## src/sv/spike_token_controller_macros.svh

```systemverilog
// Assertion macros used by the spike token controller top module.
`ifndef SPIKE_TOKEN_CONTROLLER_MACROS_SVH
`define SPIKE_TOKEN_CONTROLLER_MACROS_SVH

// Check that the consequent holds in the same cycle as the antecedent.
`define STC_ASSERT_IMPL(label, ante, cons, msg) \
  label: assert property (@(posedge clk) disable iff (rst) (ante) |-> (cons)) \
    else $error(msg);

// Check that the consequent holds in the cycle after the antecedent.
`define STC_ASSERT_NEXT(label, ante, cons, msg) \
  label: assert property (@(posedge clk) disable iff (rst) (ante) |=> (cons)) \
    else $error(msg);

`endif

```

## src/sv/stc_pkg.sv

```systemverilog
// Shared widths, defaults and interface structs of the spike token controller.
package stc_pkg;

  localparam int NEURON_COUNT_DEF  = 256;
  localparam int AXON_COUNT_DEF    = 64;
  localparam int QUEUE_DEPTH_DEF   = 256;
  localparam int COMPUTE_DELAY_DEF = 2;

  localparam int ROW_W    = 64;
  localparam int NEURON_W = 8;
  localparam int TICK_W   = 4;

  // One queued compute record
  typedef struct packed {
    logic [NEURON_W-1:0] neuron;
    logic [ROW_W-1:0]    synapse;
    logic [ROW_W-1:0]    spike;
  } entry_t;

  // Front to queue: record to store this cycle
  typedef struct packed {
    logic   valid;
    entry_t entry;
  } push_t;

  // Front to back: request fields of the current request
  typedef struct packed {
    logic                sched_valid;
    logic [TICK_W-1:0]   sched_tick;
    logic                sram_valid;
    logic [NEURON_W-1:0] sram_neuron;
    logic                overflow;
  } front_res_t;

  // Queue to front and back: occupancy and head record
  typedef struct packed {
    logic   count_nz;
    logic   busy;
    logic   full;
    entry_t head;
  } queue_stat_t;

endpackage

```

## src/sv/stc_back.sv

```systemverilog
// Back part: compute delay, head pop with compute bit and result register.
module stc_back #(
  parameter int AXON_COUNT    = stc_pkg::AXON_COUNT_DEF,
  parameter int COMPUTE_DELAY = stc_pkg::COMPUTE_DELAY_DEF
) (
  input  logic                          clk,
  input  logic                          rst,
  input  logic                          step_en,
  input  stc_pkg::front_res_t           fres,
  input  stc_pkg::queue_stat_t          qstat,
  input  logic                          res_ready,
  output logic                          pop,
  output logic                          in_ready,
  output logic                          res_valid,
  output logic                          sched_req_valid,
  output logic [stc_pkg::TICK_W-1:0]    sched_req_tick,
  output logic                          sram_req_valid,
  output logic [stc_pkg::NEURON_W-1:0]  sram_req_neuron,
  output logic                          out_valid,
  output logic [stc_pkg::NEURON_W-1:0]  out_neuron,
  output logic                          out_compute,
  output logic [stc_pkg::ROW_W-1:0]     out_synapse_row,
  output logic [stc_pkg::ROW_W-1:0]     out_axon_spikes,
  output logic                          overflow
);

  localparam logic [stc_pkg::ROW_W-1:0] AXON_MASK = (AXON_COUNT >= stc_pkg::ROW_W) ? '1 :
      ((stc_pkg::ROW_W'(1) << AXON_COUNT) - stc_pkg::ROW_W'(1));

  logic [1:0] delay_count;
  logic [1:0] delay_count_next;
  logic       compute;

  // Pop when the running delay reaches zero
  assign pop     = step_en & qstat.busy & (delay_count == 2'd1);
  assign compute = |(qstat.head.synapse & qstat.head.spike & AXON_MASK);

  always_comb begin
    if (!qstat.busy) begin
      delay_count_next = delay_count;
    end else if (delay_count == 2'd0) begin
      delay_count_next = 2'(COMPUTE_DELAY);
    end else begin
      delay_count_next = delay_count - 2'd1;
    end
  end

  always_ff @(posedge clk) begin
    if (rst) begin
      delay_count <= 2'd0;
    end else if (step_en) begin
      delay_count <= delay_count_next;
    end
  end

  // Take a new request whenever the result register is free or draining
  assign in_ready = ~rst & (~res_valid | res_ready);

  always_ff @(posedge clk) begin
    if (rst) begin
      res_valid <= 1'b0;
    end else if (step_en) begin
      res_valid <= 1'b1;
    end else if (res_ready) begin
      res_valid <= 1'b0;
    end
  end

  // Load result fields
  always_ff @(posedge clk) begin
    if (step_en) begin
      sched_req_valid <= fres.sched_valid;
      sched_req_tick  <= fres.sched_tick;
      sram_req_valid  <= fres.sram_valid;
      sram_req_neuron <= fres.sram_neuron;
      overflow        <= fres.overflow;
      out_valid       <= pop;
      out_neuron      <= pop ? qstat.head.neuron : '0;
      out_compute     <= pop & compute;
      out_synapse_row <= pop ? qstat.head.synapse : '0;
      out_axon_spikes <= pop ? qstat.head.spike : '0;
    end
  end

endmodule

```

## config.mk

```make
export PLATFORM = sky130hd
export DESIGN_NAME = stc_back
export DESIGN_NICKNAME = d
export VERILOG_FILES = /design/src/sv/spike_token_controller_macros.svh /design/src/sv/stc_pkg.sv /design/src/sv/stc_back.sv
export SDC_FILE = /design/constraint.sdc
export NUM_CORES = 1
export LEC_CHECK = 0
export BUFFER_PORTS_ARGS = -buffer_cell sky130_fd_sc_hd__buf_2
export CAP_MARGIN = 5
export CORE_ASPECT_RATIO = 0.9
export CORE_MARGIN = 2
export CORE_UTILIZATION = 29
export DETAILED_ROUTE_END_ITERATION = 6
export HOLD_SLACK_MARGIN = 0.03
export PLACE_DENSITY_LB_ADDON = 0.3
export SETUP_SLACK_MARGIN = 0.15
export SLEW_MARGIN = 20
export SYNTH_ARGS = -nofsm -noshare
export SYNTH_HDL_FRONTEND = slang
export SYNTH_SLANG_ARGS = --single-unit
```

## constraint.sdc

```tcl
create_clock -name clk -period 4.1 [get_ports clk]
set_input_delay 0.41 -clock clk [delete_from_list [all_inputs] [get_ports clk]]
set_output_delay 0.41 -clock clk [all_outputs]
set_load 0.005 [all_outputs]
```

==> impl_metrics.env <==
export IMPL_drive_gt1_frac=0.504
export IMPL_post_route_min_period_ns=2.14
export IMPL_outcome="complete, no violations"
export IMPL_crit_type="flip-flop to output pin"
export IMPL_die_h_um=141
export IMPL_p_per_area_nw_per_um2=432
export IMPL_synth_top_family_by_area="simple AND/OR/NAND/NOR gates"
export IMPL_final_cell_mix="buf_2 (310), edfxtp_1 (153), and2_1 (135)"
export IMPL_row_count=49
export IMPL_cts_buffers=17
export IMPL_worstPathArrival_ns=1.73
export IMPL_synth_area_um2=6010
export IMPL_num_vias=4170
export IMPL_synthSimpleGateAreaFrac=0.157
export IMPL_swShare=0.222
export IMPL_dp_hpwl_mm=11.9
export IMPL_crit_path_max_fanout=75
export IMPL_ys_types=22
export IMPL_clk_pin_slew_worst_paths_ns=0.07
export IMPL_syn_nets=524
export IMPL_p_leak_nw=3.73
export IMPL_timing_rr_start="delay_count[1]"
export IMPL_worst_slew_margin_rel=0.526
export IMPL_ir_drop_mv=0.227
export IMPL_hold_viol=0
export IMPL_cp_startpoint="delay_count[1]"
export IMPL_vias_per_cell=4.38
export IMPL_end_kind="output pin"
export IMPL_grt_pass1_wl_mm=23.7
export IMPL_seq_power_share=0.501
export IMPL_place_congestion=0.765
export IMPL_drv_cap=0
export IMPL_fin_setup_tns_ns=0
export IMPL_synthMuxAreaShare=0
export IMPL_cts_sinks=156
export IMPL_io_buffer_count=311
export IMPL_rr_worst_depth=5
export IMPL_hold_path_class="input pin to flip-flop"
export IMPL_holdPathStages=1
export IMPL_whs_ns=0.162
export IMPL_hold_start="fres[7]"
export IMPL_dieArea_um2=21900
export IMPL_clock_power_share=0.432
export IMPL_reg2reg_slack_ns=2.04
export IMPL_yosys_warnings=0
export IMPL_rr_endpoint="out_synapse_row[38]"
export IMPL_grt_max_degree=124
export IMPL_crit_end="pop"
export IMPL_pre_cts_slack_ns=1.73
export IMPL_cts_root_buf="clkbuf_16"
export IMPL_drt_iter0_markers=194
export IMPL_grt_ovfl_total=0
export IMPL_drv_slew=0
export IMPL_nets=841
export IMPL_fmax_mhz=467
export IMPL_grtUsageTotal=0.143
export IMPL_timing_final_ws_setup_ns=1.96
export IMPL_start_util=0.298
export IMPL_setup_violations=0
export IMPL_wl_per_cell_um=16.6
export IMPL_synth_compound_area_share=0.0508
export IMPL_synth_xor_area_frac=0
export IMPL_io_pins=314
export IMPL_routed_wl_mm=15.8
export IMPL_max_clock_path_buffers=2
export IMPL_cts_setup_buffers=0
export IMPL_die_w_um=156
export IMPL_synthAdderAreaFrac=0.00416
export IMPL_core_area_um2=20200
export IMPL_ctsResizeCount=0
export IMPL_cts_tree="done"
export IMPL_combinationalPowerShare=0.066
export IMPL_grt_pass1_vias=4393
export IMPL_clock_skew_ns=0.00746
export IMPL_layout_commonest_cell="buf_2"
export IMPL_start_kind="flip-flop"
export IMPL_tightest_slew_ns=0.711
export IMPL_seq_area_frac_synth=0.774
export IMPL_syn_area_per_cell_um2=16.5
export IMPL_drt_pass1_iter_count=4
export IMPL_rsz0062_at_grt="no"
export IMPL_syn_inst=364
export IMPL_synth_seq_cells=156
export IMPL_drcViolationCount=0
export IMPL_finalCritPeriodShare=0.522
export IMPL_grt_antenna_before_repair=2
export IMPL_switchingPower_w=0.000810
export IMPL_cts_hold_buffers=0
export IMPL_internal_power_w=0.00284
export IMPL_syn_to_final_growth_pct=40.4
export IMPL_htreeDepth=4
export IMPL_crit_required_ns=3.69
export IMPL_worst_skew_pair_late_latency_ns=0.42
export IMPL_antenna_left=0
layer usage:
metal / track usage / part of all wire / vias to the layer above
li1: - / - / 1979
met1: 0.164 / 0.40 / 1972
met2: 0.244 / 0.50 / 184
met3: 0.0526 / 0.077 / 31
met4: 0.0565 / 0.025 / 4
met5: 0 / 0.0017 / -
logic make-up after synthesis:
kind of cell | count (synthesis)
buffers and inverters | 17
and+or+nand+nor | 154
adders and majority gates | 2
DFF | 156
AOI/OAI and AO/OA | 35
through the flow:
stage	util	power [W]	instances	cell area (um^2)
2_1_floorplan	-	0.00190	364	6010
3_3_place_gp	0.389	0.00210	917	7850
3_5_place_dp	0.389	0.00211	917	7850
4_1_cts	0.418	0.00369	949	8440
5_1_grt	0.418	0.00379	949	8440
6_report	0.419	0.00365	951	8440
registers in the layout, indices dropped and copies added, names as in the netlist:
| name | cells |
|---|---|
| res_valid | 1 |
| out_axon_spikes | 64 |
| out_synapse_row | 64 |
| sched_req_valid | 1 |
| overflow | 1 |
| sram_req_valid | 1 |
| out_neuron | 8 |
| delay_count | 2 |
| out_valid | 1 |
| sram_req_neuron | 8 |
| out_compute | 1 |
| sched_req_tick | 4 |
cells in the mapped netlist, drive strengths merged:
library cell / number / area (um^2)
nor3: 2 / 10.0
nand3: 3 / 15.0
and3: 1 / 6.26
nor2b: 1 / 6.26
clkbuf: 12 / 60.1
dfxtp: 3 / 60.1
nor2: 3 / 11.3
inv: 2 / 7.51
ha: 2 / 25.0
and2: 136 / 852
nand4: 5 / 31.3
a21oi: 2 / 10.0
a221oi: 9 / 104
nand2: 3 / 11.3
a22o: 9 / 78.8
a22oi: 14 / 105
edfxtp: 153 / 4590
buf: 3 / 17.5
a21boi: 1 / 7.51
worst max-delay path, stage by stage, from the launching register on:
cell and delay (ns):
dfxtp_1 0.33, inv_1 0.06, ha_1 0.14, and3_4 0.56, buf_2 0.22
power by group through the flow:
stage	Clock, W	Combinational, W	Sequential (W)
finish	0.00158	0.000242	0.00183
detailed placement	0	0.000247	0.00186
global placement	0	0.000241	0.00186
floorplan	0	0.0000324	0.00187
global route	0.00169	0.000268	0.00183
CTS	0.00162	0.000247	0.00183
cell type report:
cell class,instances,area [um^2]
antenna,2,5.00
clock buffer,18,429
clock inverter,14,159
fill,1928,11700
inverter,2,7.51
multi-input combinational,191,1280
sequential,156,4650
tap,255,319
timing repair buffer,313,1590
worst min path at each step:
stage,endpoint,slack (ns)
finish,sram_req_neuron[6],0.16
global route,sched_req_valid,0.14
CTS,sram_req_neuron[6],0.14
detailed placement,delay_count[1],0.48
global placement,delay_count[1],0.47
floorplan,delay_count[1],0.45
No activity file was read; power rests on OpenSTA's default activity.
