File: src/sv/spike_token_controller_macros.svh
// Assertion macros used by the spike token controller top module.
`ifndef SPIKE_TOKEN_CONTROLLER_MACROS_SVH
`define SPIKE_TOKEN_CONTROLLER_MACROS_SVH

// Check that the consequent holds in the same cycle as the antecedent.
`define STC_ASSERT_IMPL(label, ante, cons, msg) \
  label: assert property (@(posedge clk) disable iff (rst) (ante) |-> (cons)) \
    else $error(msg);

// Check that the consequent holds in the cycle after the antecedent.
`define STC_ASSERT_NEXT(label, ante, cons, msg) \
  label: assert property (@(posedge clk) disable iff (rst) (ante) |=> (cons)) \
    else $error(msg);

`endif

File: src/sv/stc_pkg.sv
// Shared widths, defaults and interface structs of the spike token controller.
package stc_pkg;

  localparam int NEURON_COUNT_DEF  = 256;
  localparam int AXON_COUNT_DEF    = 64;
  localparam int QUEUE_DEPTH_DEF   = 256;
  localparam int COMPUTE_DELAY_DEF = 2;

  localparam int ROW_W    = 64;
  localparam int NEURON_W = 8;
  localparam int TICK_W   = 4;

  // One queued compute record
  typedef struct packed {
    logic [NEURON_W-1:0] neuron;
    logic [ROW_W-1:0]    synapse;
    logic [ROW_W-1:0]    spike;
  } entry_t;

  // Front to queue: record to store this cycle
  typedef struct packed {
    logic   valid;
    entry_t entry;
  } push_t;

  // Front to back: request fields of the current request
  typedef struct packed {
    logic                sched_valid;
    logic [TICK_W-1:0]   sched_tick;
    logic                sram_valid;
    logic [NEURON_W-1:0] sram_neuron;
    logic                overflow;
  } front_res_t;

  // Queue to front and back: occupancy and head record
  typedef struct packed {
    logic   count_nz;
    logic   busy;
    logic   full;
    entry_t head;
  } queue_stat_t;

endpackage

File: src/sv/stc_front.sv
// Front part: row hold registers, neuron sweep, request issue and queue push.
module stc_front #(
  parameter int NEURON_COUNT = stc_pkg::NEURON_COUNT_DEF
) (
  input  logic                       clk,
  input  logic                       rst,
  input  logic                       step_en,
  input  logic                       new_tick,
  input  logic [stc_pkg::TICK_W-1:0] tick_index,
  input  logic                       axon_arrives,
  input  logic [stc_pkg::ROW_W-1:0]  axon_spikes,
  input  logic                       info_arrives,
  input  logic [stc_pkg::ROW_W-1:0]  synapse_row,
  input  logic                       queue_full,
  output stc_pkg::push_t             push,
  output stc_pkg::front_res_t        res
);

  localparam int SWEEP_END = 2 * NEURON_COUNT;
  localparam int SWEEP_W   = $clog2(SWEEP_END + 1);

  logic [SWEEP_W-1:0]               sweep_step;
  logic [SWEEP_W-1:0]               sweep_step_next;
  logic                             axon_hold_valid;
  logic [stc_pkg::ROW_W-1:0]        axon_hold;
  logic                             info_hold_valid;
  logic [stc_pkg::ROW_W-1:0]        info_hold;

  logic                             axon_v_eff;
  logic [stc_pkg::ROW_W-1:0]        axon_eff;
  logic                             info_v_eff;
  logic [stc_pkg::ROW_W-1:0]        info_eff;
  logic [SWEEP_W-1:0]               step_eff;
  logic                             active;
  logic                             req_step;
  logic                             take_step;
  logic [SWEEP_W+stc_pkg::NEURON_W-1:0] step_ext;
  logic [stc_pkg::NEURON_W-1:0]     neuron;

  // Merge rows arriving this cycle with the held ones
  assign axon_v_eff = axon_arrives | axon_hold_valid;
  assign axon_eff   = axon_arrives ? axon_spikes : axon_hold;
  assign info_v_eff = info_arrives | info_hold_valid;
  assign info_eff   = info_arrives ? synapse_row : info_hold;

  // Restart the sweep on a new tick and classify the step
  assign step_eff  = new_tick ? '0 : sweep_step;
  assign active    = step_eff < SWEEP_W'(SWEEP_END);
  assign req_step  = active & ~step_eff[0];
  assign take_step = active & step_eff[0] & axon_v_eff & info_v_eff;
  assign step_ext  = {{stc_pkg::NEURON_W{1'b0}}, step_eff};
  assign neuron    = step_ext[stc_pkg::NEURON_W:1];

  always_comb begin
    if (req_step || take_step) begin
      sweep_step_next = step_eff + 1'b1;
    end else if (active) begin
      sweep_step_next = step_eff;
    end else begin
      sweep_step_next = SWEEP_W'(SWEEP_END);
    end
  end

  // Push the record, or flag it when the queue has no room
  assign push.valid         = step_en & take_step & ~queue_full;
  assign push.entry.neuron  = neuron;
  assign push.entry.synapse = info_eff;
  assign push.entry.spike   = axon_eff;

  assign res.sched_valid = req_step;
  assign res.sched_tick  = req_step ? tick_index : '0;
  assign res.sram_valid  = req_step;
  assign res.sram_neuron = req_step ? neuron : '0;
  assign res.overflow    = take_step & queue_full;

  // Advance sweep and hold flags
  always_ff @(posedge clk) begin
    if (rst) begin
      sweep_step      <= SWEEP_W'(SWEEP_END);
      axon_hold_valid <= 1'b0;
      info_hold_valid <= 1'b0;
    end else if (step_en) begin
      sweep_step      <= sweep_step_next;
      axon_hold_valid <= axon_v_eff & ~take_step;
      info_hold_valid <= info_v_eff & ~take_step;
    end
  end

  // Hold row data; it is only read while its flag is set
  always_ff @(posedge clk) begin
    if (step_en) begin
      axon_hold <= axon_eff;
      info_hold <= info_eff;
    end
  end

endmodule

File: config.mk
export PLATFORM = sky130hd
export DESIGN_NAME = stc_front
export DESIGN_NICKNAME = d
export VERILOG_FILES = /design/src/sv/spike_token_controller_macros.svh /design/src/sv/stc_pkg.sv /design/src/sv/stc_front.sv
export SDC_FILE = /design/constraint.sdc
export NUM_CORES = 1
export LEC_CHECK = 0
export ABC_CLOCK_PERIOD_IN_PS = 2370
export BUFFER_PORTS_ARGS = -buffer_cell sky130_fd_sc_hd__buf_4
export CORE_MARGIN = 2
export CORE_UTILIZATION = 47
export CTS_CLUSTER_SIZE = 8
export DETAILED_ROUTE_END_ITERATION = 8
export GPL_ROUTABILITY_DRIVEN = 0
export HOLD_SLACK_MARGIN = 0.12
export PLACE_DENSITY = 0.83
export SYNTH_ARGS = -nofsm -noshare
export SYNTH_HDL_FRONTEND = slang
export SYNTH_SLANG_ARGS = --single-unit
File: constraint.sdc
create_clock -name clk -period 2.37 [get_ports clk]
set_input_delay 0.5925 -clock clk [delete_from_list [all_inputs] [get_ports clk]]
set_output_delay 0.5925 -clock clk [all_outputs]
set_load 0.1 [all_outputs]
==> results.toml, run 1 <==
[outcome]
status = "finished clean"

[power_and_ir_drop]
power_mw = 7.96
combPwrFrac_pct = 30.7
internal_power_mw = 5.15
power_frac_clock_pct = 32.3
powerDensity_nw_per_um2 = 853
p_leak_nw = 3.81
p_sw_share_pct = 35.3
p_seq_share_pct = 37.1
switchingPower_mw = 2.81
ir_worst_vdd_mv = 0.547

[drt]
ant_nets = 0
drtPass1Iterations = 4
routed-wl-met3_mm = 1.46
wl_met2_mm = 8.35
drt-total-wl_mm = 16.2
routedWlPerCell_microns = 18.7
drc_errors = 0
routed.top_layer = "met4"
num_vias = 4518
wirelength_met1_mm = 5.94
drtIter0Drc = 291
viasPerCell = 5.22

[synthesis]
synth.top_cells.by_count = "edfxtp_1, mux2_2, clkbuf_1"
yosysTopAreaCellShare_pct = 62.4
synth_cells = 380
synth.distinct_cells = 38
netlist_area_sq_um = 6160
synth_edf_count = 128
syn_avg_cell_area_sq_um = 16.2
synthFlopType = "edfxtp_1"
netlist.top_cell.by_area = "edfxtp_1"
async_reset_ff_share_pct = 0
yosys-top-cells-area = "edfxtp_1, mux2_2, dfxtp_1, clkbuf_1, and2_1"
syn_nets = 519
synth_seq_area_share_pct = 66.3
yosysWarnings = 0
ys_ff_latch = 140

[job]
drv_cap = 0

[clock_tree]
cts.sinks = 140
holdBufCountCts = 0
cts_made_buffers = 17
clkLatencyLatePin_ns = 0.41
root_buffer = "clkbuf_16"
cts_tree = "done"
clk_pin_slew_ns = 0.06
post-cts-setup-buffers = 0
cts.htree.levels = 4
clock_path_buffers = 2

[critical_path]
worst_r2r_path_depth = 4
arrival_ns = 1.74
r2r_slack_ns = 0.40
cp.required_ns = 1.78
cp-end-kind = "output pin"
worstReg2RegEnd = "sweep_step[7]"
worstPathMaxFanout = 7
worstSetupPathType = "reg -> out"
r2r_start = "sweep_step[0]"
start_kind = "register"

[place]
place.detailed.instances = 834
dp_hpwl_mm = 12.0
io_buffers = 290
pre_cts_slack_ns = 0.0361

[global_route]
grt_pass1_vias = 4604
grtUsageTotal_pct = 22.9
overflow = 0
grt_pass1_wl_mm = 24.8
grt_max_degree = 85
antenna_found_initial = 0

[die]
start_util_pct = 48.4
core-area_sq_um = 12700
die_y_microns = 118
die_area_sq_um = 14000
die_w_microns = 118
row_count = 41
num_io_pins = 291

[layout]
antennaDiodeCount = 0
fill_cells = 830
drive_gt1_share_pct = 69.2
area_growth_syn_to_layout_pct = 51.6
layout.cells.non_filler = 866
nNetsFinal = 820
final_core_util_pct = 73.4

[sta]
slew_headroom_pct = 56.7
period_share_pct = 98.3
fin_crit_ns = 2.33
fin_ws_ns = 0.0402
skew_ns = 0.00454
hold_viol = 0
rsz0062_at_grt = "yes"
fmax_mhz = 429
tightest_slew_ns = 0.640
maxSlewViolCount = 0
fin_hold_ws_ns = 0.465
setup_viol = 0

[worst_hold_path]
hold_start = "rst"
hold_path_end = "sweep_step[6]"
hold_class = "in -> reg"
hold_depth = 2
## metal layers
layer | up-vias | track usage (%)
met2 | 222 | 39.1
met3 | 38 | 8.64
met1 | 2185 | 25.6
met4 | 0 | 9.75
li1 | 2073 | -
met5 | - | 0
## timing repair
item,in CTS,in global routing
resized for setup,7,8
endpoints found under the setup margin,6,10
gates cloned,0,0
## state kept, by name, summed over array words and instances, names as in the netlist
register / cells
axon_hold: 64
info_hold: 64
sweep_step: 10
axon_hold_valid: 1
info_hold_valid: 1
## worst max-delay path, cell delays in order (launching register included)
cell and delay (ns):
dfxtp_1 0.36, or2_2 0.36, nor3_4 0.15, nand2_1 0.12, nor2_4 0.15, buf_12 0.18
## through the flow
stage                     setup TNS [ns]  cell area [sq um]
after floorplan                    -1.93               6240
after CTS                              0               9300
after global placement                 0               8700
final                                  0               9330
after detailed placement               0               8700
after global routing             -0.0224               9330
## area by class of cell
| type | instances | area (sq um) | area share [%] |
|---|---|---|---|
| multi-input cells | 212 | 2050 | 21.9 |
| flip-flops and latches | 140 | 4080 | 43.8 |
| repair buffers | 305 | 2400 | 25.7 |
| inverters | 5 | 18.8 | 0.201 |
| clock inverters | 9 | 120 | 1.29 |
| well taps | 172 | 215 | 2.31 |
| clock buffers | 23 | 448 | 4.80 |
## layout by cell type (no fill, tap or decap), types with 2 or more instances in the layout
cell type  instances
and2_2             6
clkinv_2           3
mux2_4             2
a31oi_1            5
nand2_1            9
mux2_2           126
dfxtp_1           12
or4_1              3
clkinv_1           2
nor2_1             5
inv_1              5
nand4_1            5
nor2b_2            4
edfxtp_1         128
o21a_1             2
nor2_4             2
buf_6              9
o21ai_0            2
clkbuf_16         17
nand2b_1           3
a21oi_1            6
clkbuf_1           6
nor3b_2            4
nand3_1            3
bufinv_16          3
o211ai_1           4
buf_12             6
buf_4            290
## kinds of logic after synthesis
group           after synthesis  share of synthesized area [%]
flops                       140                           66.3
simple gates                 56                           5.26
mux                         128                           23.4
compound gates               28                           3.15
buf+inv                      28                           1.85
## power groups by stage
stage / combinational, mW / clock [mW] / sequential (mW)
global placement: 2.41 / 0 / 2.99
floorplan: 1.81 / 0 / 2.99
CTS: 2.45 / 2.61 / 2.95
global route: 2.51 / 2.71 / 2.97
detailed placement: 2.44 / 0 / 3.00
finish: 2.44 / 2.57 / 2.95
## how the worst max path moves through the flow
stage / start / to / slack (ns)
CTS: sweep_step[9] / push[136] / 0.02
detailed placement: axon_arrives / sweep_step[7] / 0.04
global placement: new_tick / push[136] / 0.1
finish: sweep_step[9] / push[136] / 0.04
global route: sweep_step[9] / push[136] / -0.02
floorplan: sweep_step[9] / res[2] / -0.36
Note: power is estimated with default switching activity, not from simulation.
==> run 2, diff against run 1 <==
--- a/config.mk
+++ b/config.mk
@@ -6,7 +6,7 @@
 export NUM_CORES = 1
 export LEC_CHECK = 0
 export ABC_CLOCK_PERIOD_IN_PS = 2370
-export BUFFER_PORTS_ARGS = -buffer_cell sky130_fd_sc_hd__buf_4
+export BUFFER_PORTS_ARGS = -buffer_cell sky130_fd_sc_hd__buf_2
 export CORE_MARGIN = 2
 export CORE_UTILIZATION = 47
 export CTS_CLUSTER_SIZE = 8
==> results.toml, run 2 (synthesis results as in run 1) <==
[sta]
setup_viol = 0
fin_crit_ns = 2.28
tightest_slew_ns = 0.718
fin_hold_ws_ns = 0.498
rsz0062_at_grt = "no"
period_share_pct = 96.4
tns_ns = 0
skew_ns = 0.00630
fmax_mhz = 438
hold_viol = 0
slew_headroom_pct = 52.1
maxSlewViolCount = 0

[layout]
area_growth_syn_to_layout_pct = 76.2
drive_gt1_share_pct = 69.6
final_core_util_pct = 85.3
top_regs = "axon_hold: 64 flops, info_hold: 64 flops, sweep_step: 10 flops"
nNetsFinal = 817
layout_commonest_cell = "buf_12"
layout_common_cells = "buf_12, buf_2, edfxtp_1"
fill_cells = 582

[clock_tree]
cts.sinks = 140
cts.htree.levels = 4
cts_tree = "done"
cts_made_buffers = 17
holdBufCountCts = 0
clock_path_buffers = 2
clk_pin_slew_ns = 0.05
clkLatencyLatePin_ns = 0.42
root_buffer = "clkbuf_16"

[global_route]
grt_pass1_wl_mm = 30.1
overflow = 0
antenna_found_initial = 1
grt_pass1_vias = 5069
grtUsageTotal_pct = 28.3
grt_max_degree = 134

[die]
start_util_pct = 48.4
die_y_microns = 118
die_w_microns = 118
num_io_pins = 291
die_area_sq_um = 14000
core-area_sq_um = 12700
row_count = 41

[critical_path]
crit_path_top_delay_cell = "mux2_2"
arrival_ns = 1.69
crit_family = "buffers and inverters"
cpMostUsedCell = "buf_12"
cp-end-kind = "output pin"
worstPathMaxFanout = 46
start_kind = "primary input"
cp.required_ns = 1.78
worstSetupPathType = "in -> out"
path_cells = "buf_2 -> buf_12 -> mux2_2 -> buf_12"
cpPeakStageDelay_ns = 0.42
path_buf_inv = 3

[drt]
ant_nets = 0
num_vias = 4628
drtPass1Iterations = 5
drtIter0Drc = 311
drt-total-wl_mm = 19.5
viasPerCell = 5.36
drc_errors = 0
routedWlPerCell_microns = 22.5

[job]
drv_cap = 0

[power_and_ir_drop]
powerDensity_nw_per_um2 = 804
ir_worst_vdd_mv = 0.510
p_leak_nw = 4.34
power_mw = 8.73

[outcome]
status = "finished clean"

[worst_hold_path]
hold_class = "in -> reg"

[place]
dp_hpwl_mm = 14.1
io_buffers = 290
-- run 2: repair_timing --
action | in CTS | in global routing
setup endpoints to repair | 8 | 1
pin swaps | 0 | 1
gates resized for setup | 3 | 2
buffers inserted | 0 | 1
-- run 2: path summary, 6_finish.rpt --
kind,start,endpoint,slack (ns),cells after the start
hold / removal,step_en,axon_hold_valid,0.50,2
setup reg to reg,sweep_step[0],sweep_step[7],0.36,4
hold reg to reg,sweep_step[8],sweep_step[8],0.53,2
setup / recovery,axon_arrives,push[18],0.09,4
-- run 2: per-layer routing --
layer | track usage (%) | vias up | routed length [microns]
met5 | 0 | - | 0
met4 | 11.0 | 0 | 548
met3 | 9.65 | 42 | 1660
met2 | 52.7 | 289 | 10800
met1 | 29.1 | 2221 | 6440
li1 | - | 2076 | -
-- run 2: through the flow --
step / setup WS [ns] / instances / cell area [sq um]
2_1_floorplan: -0.356 / 380 / 6240
3_3_place_gp: 0.122 / 830 / 10200
3_5_place_dp: 0.0604 / 830 / 10200
4_1_cts: 0.0317 / 862 / 10800
5_1_grt: 0.0249 / 864 / 10800
6_report: 0.0864 / 864 / 10800
-- run 2: where the power goes --
part           total (mW)  switching, mW  internal, mW
clock                2.73          0.986          1.74
combinational        3.03           1.98          1.05
sequential           2.97         0.0569          2.91
total                8.73           3.03          5.70
-- run 2: layout make-up --
cell class              count  area [sq um]  area share [%]
flip-flops and latches    140          4090            37.7
repair buffers            302          3880            35.7
multi-input cells         212          2050            18.9
clock buffers              18           429            3.96
well taps                 172           215            1.98
clock inverters            14           175            1.61
inverters                   5          18.8           0.173
diodes                      1          2.50          0.0231
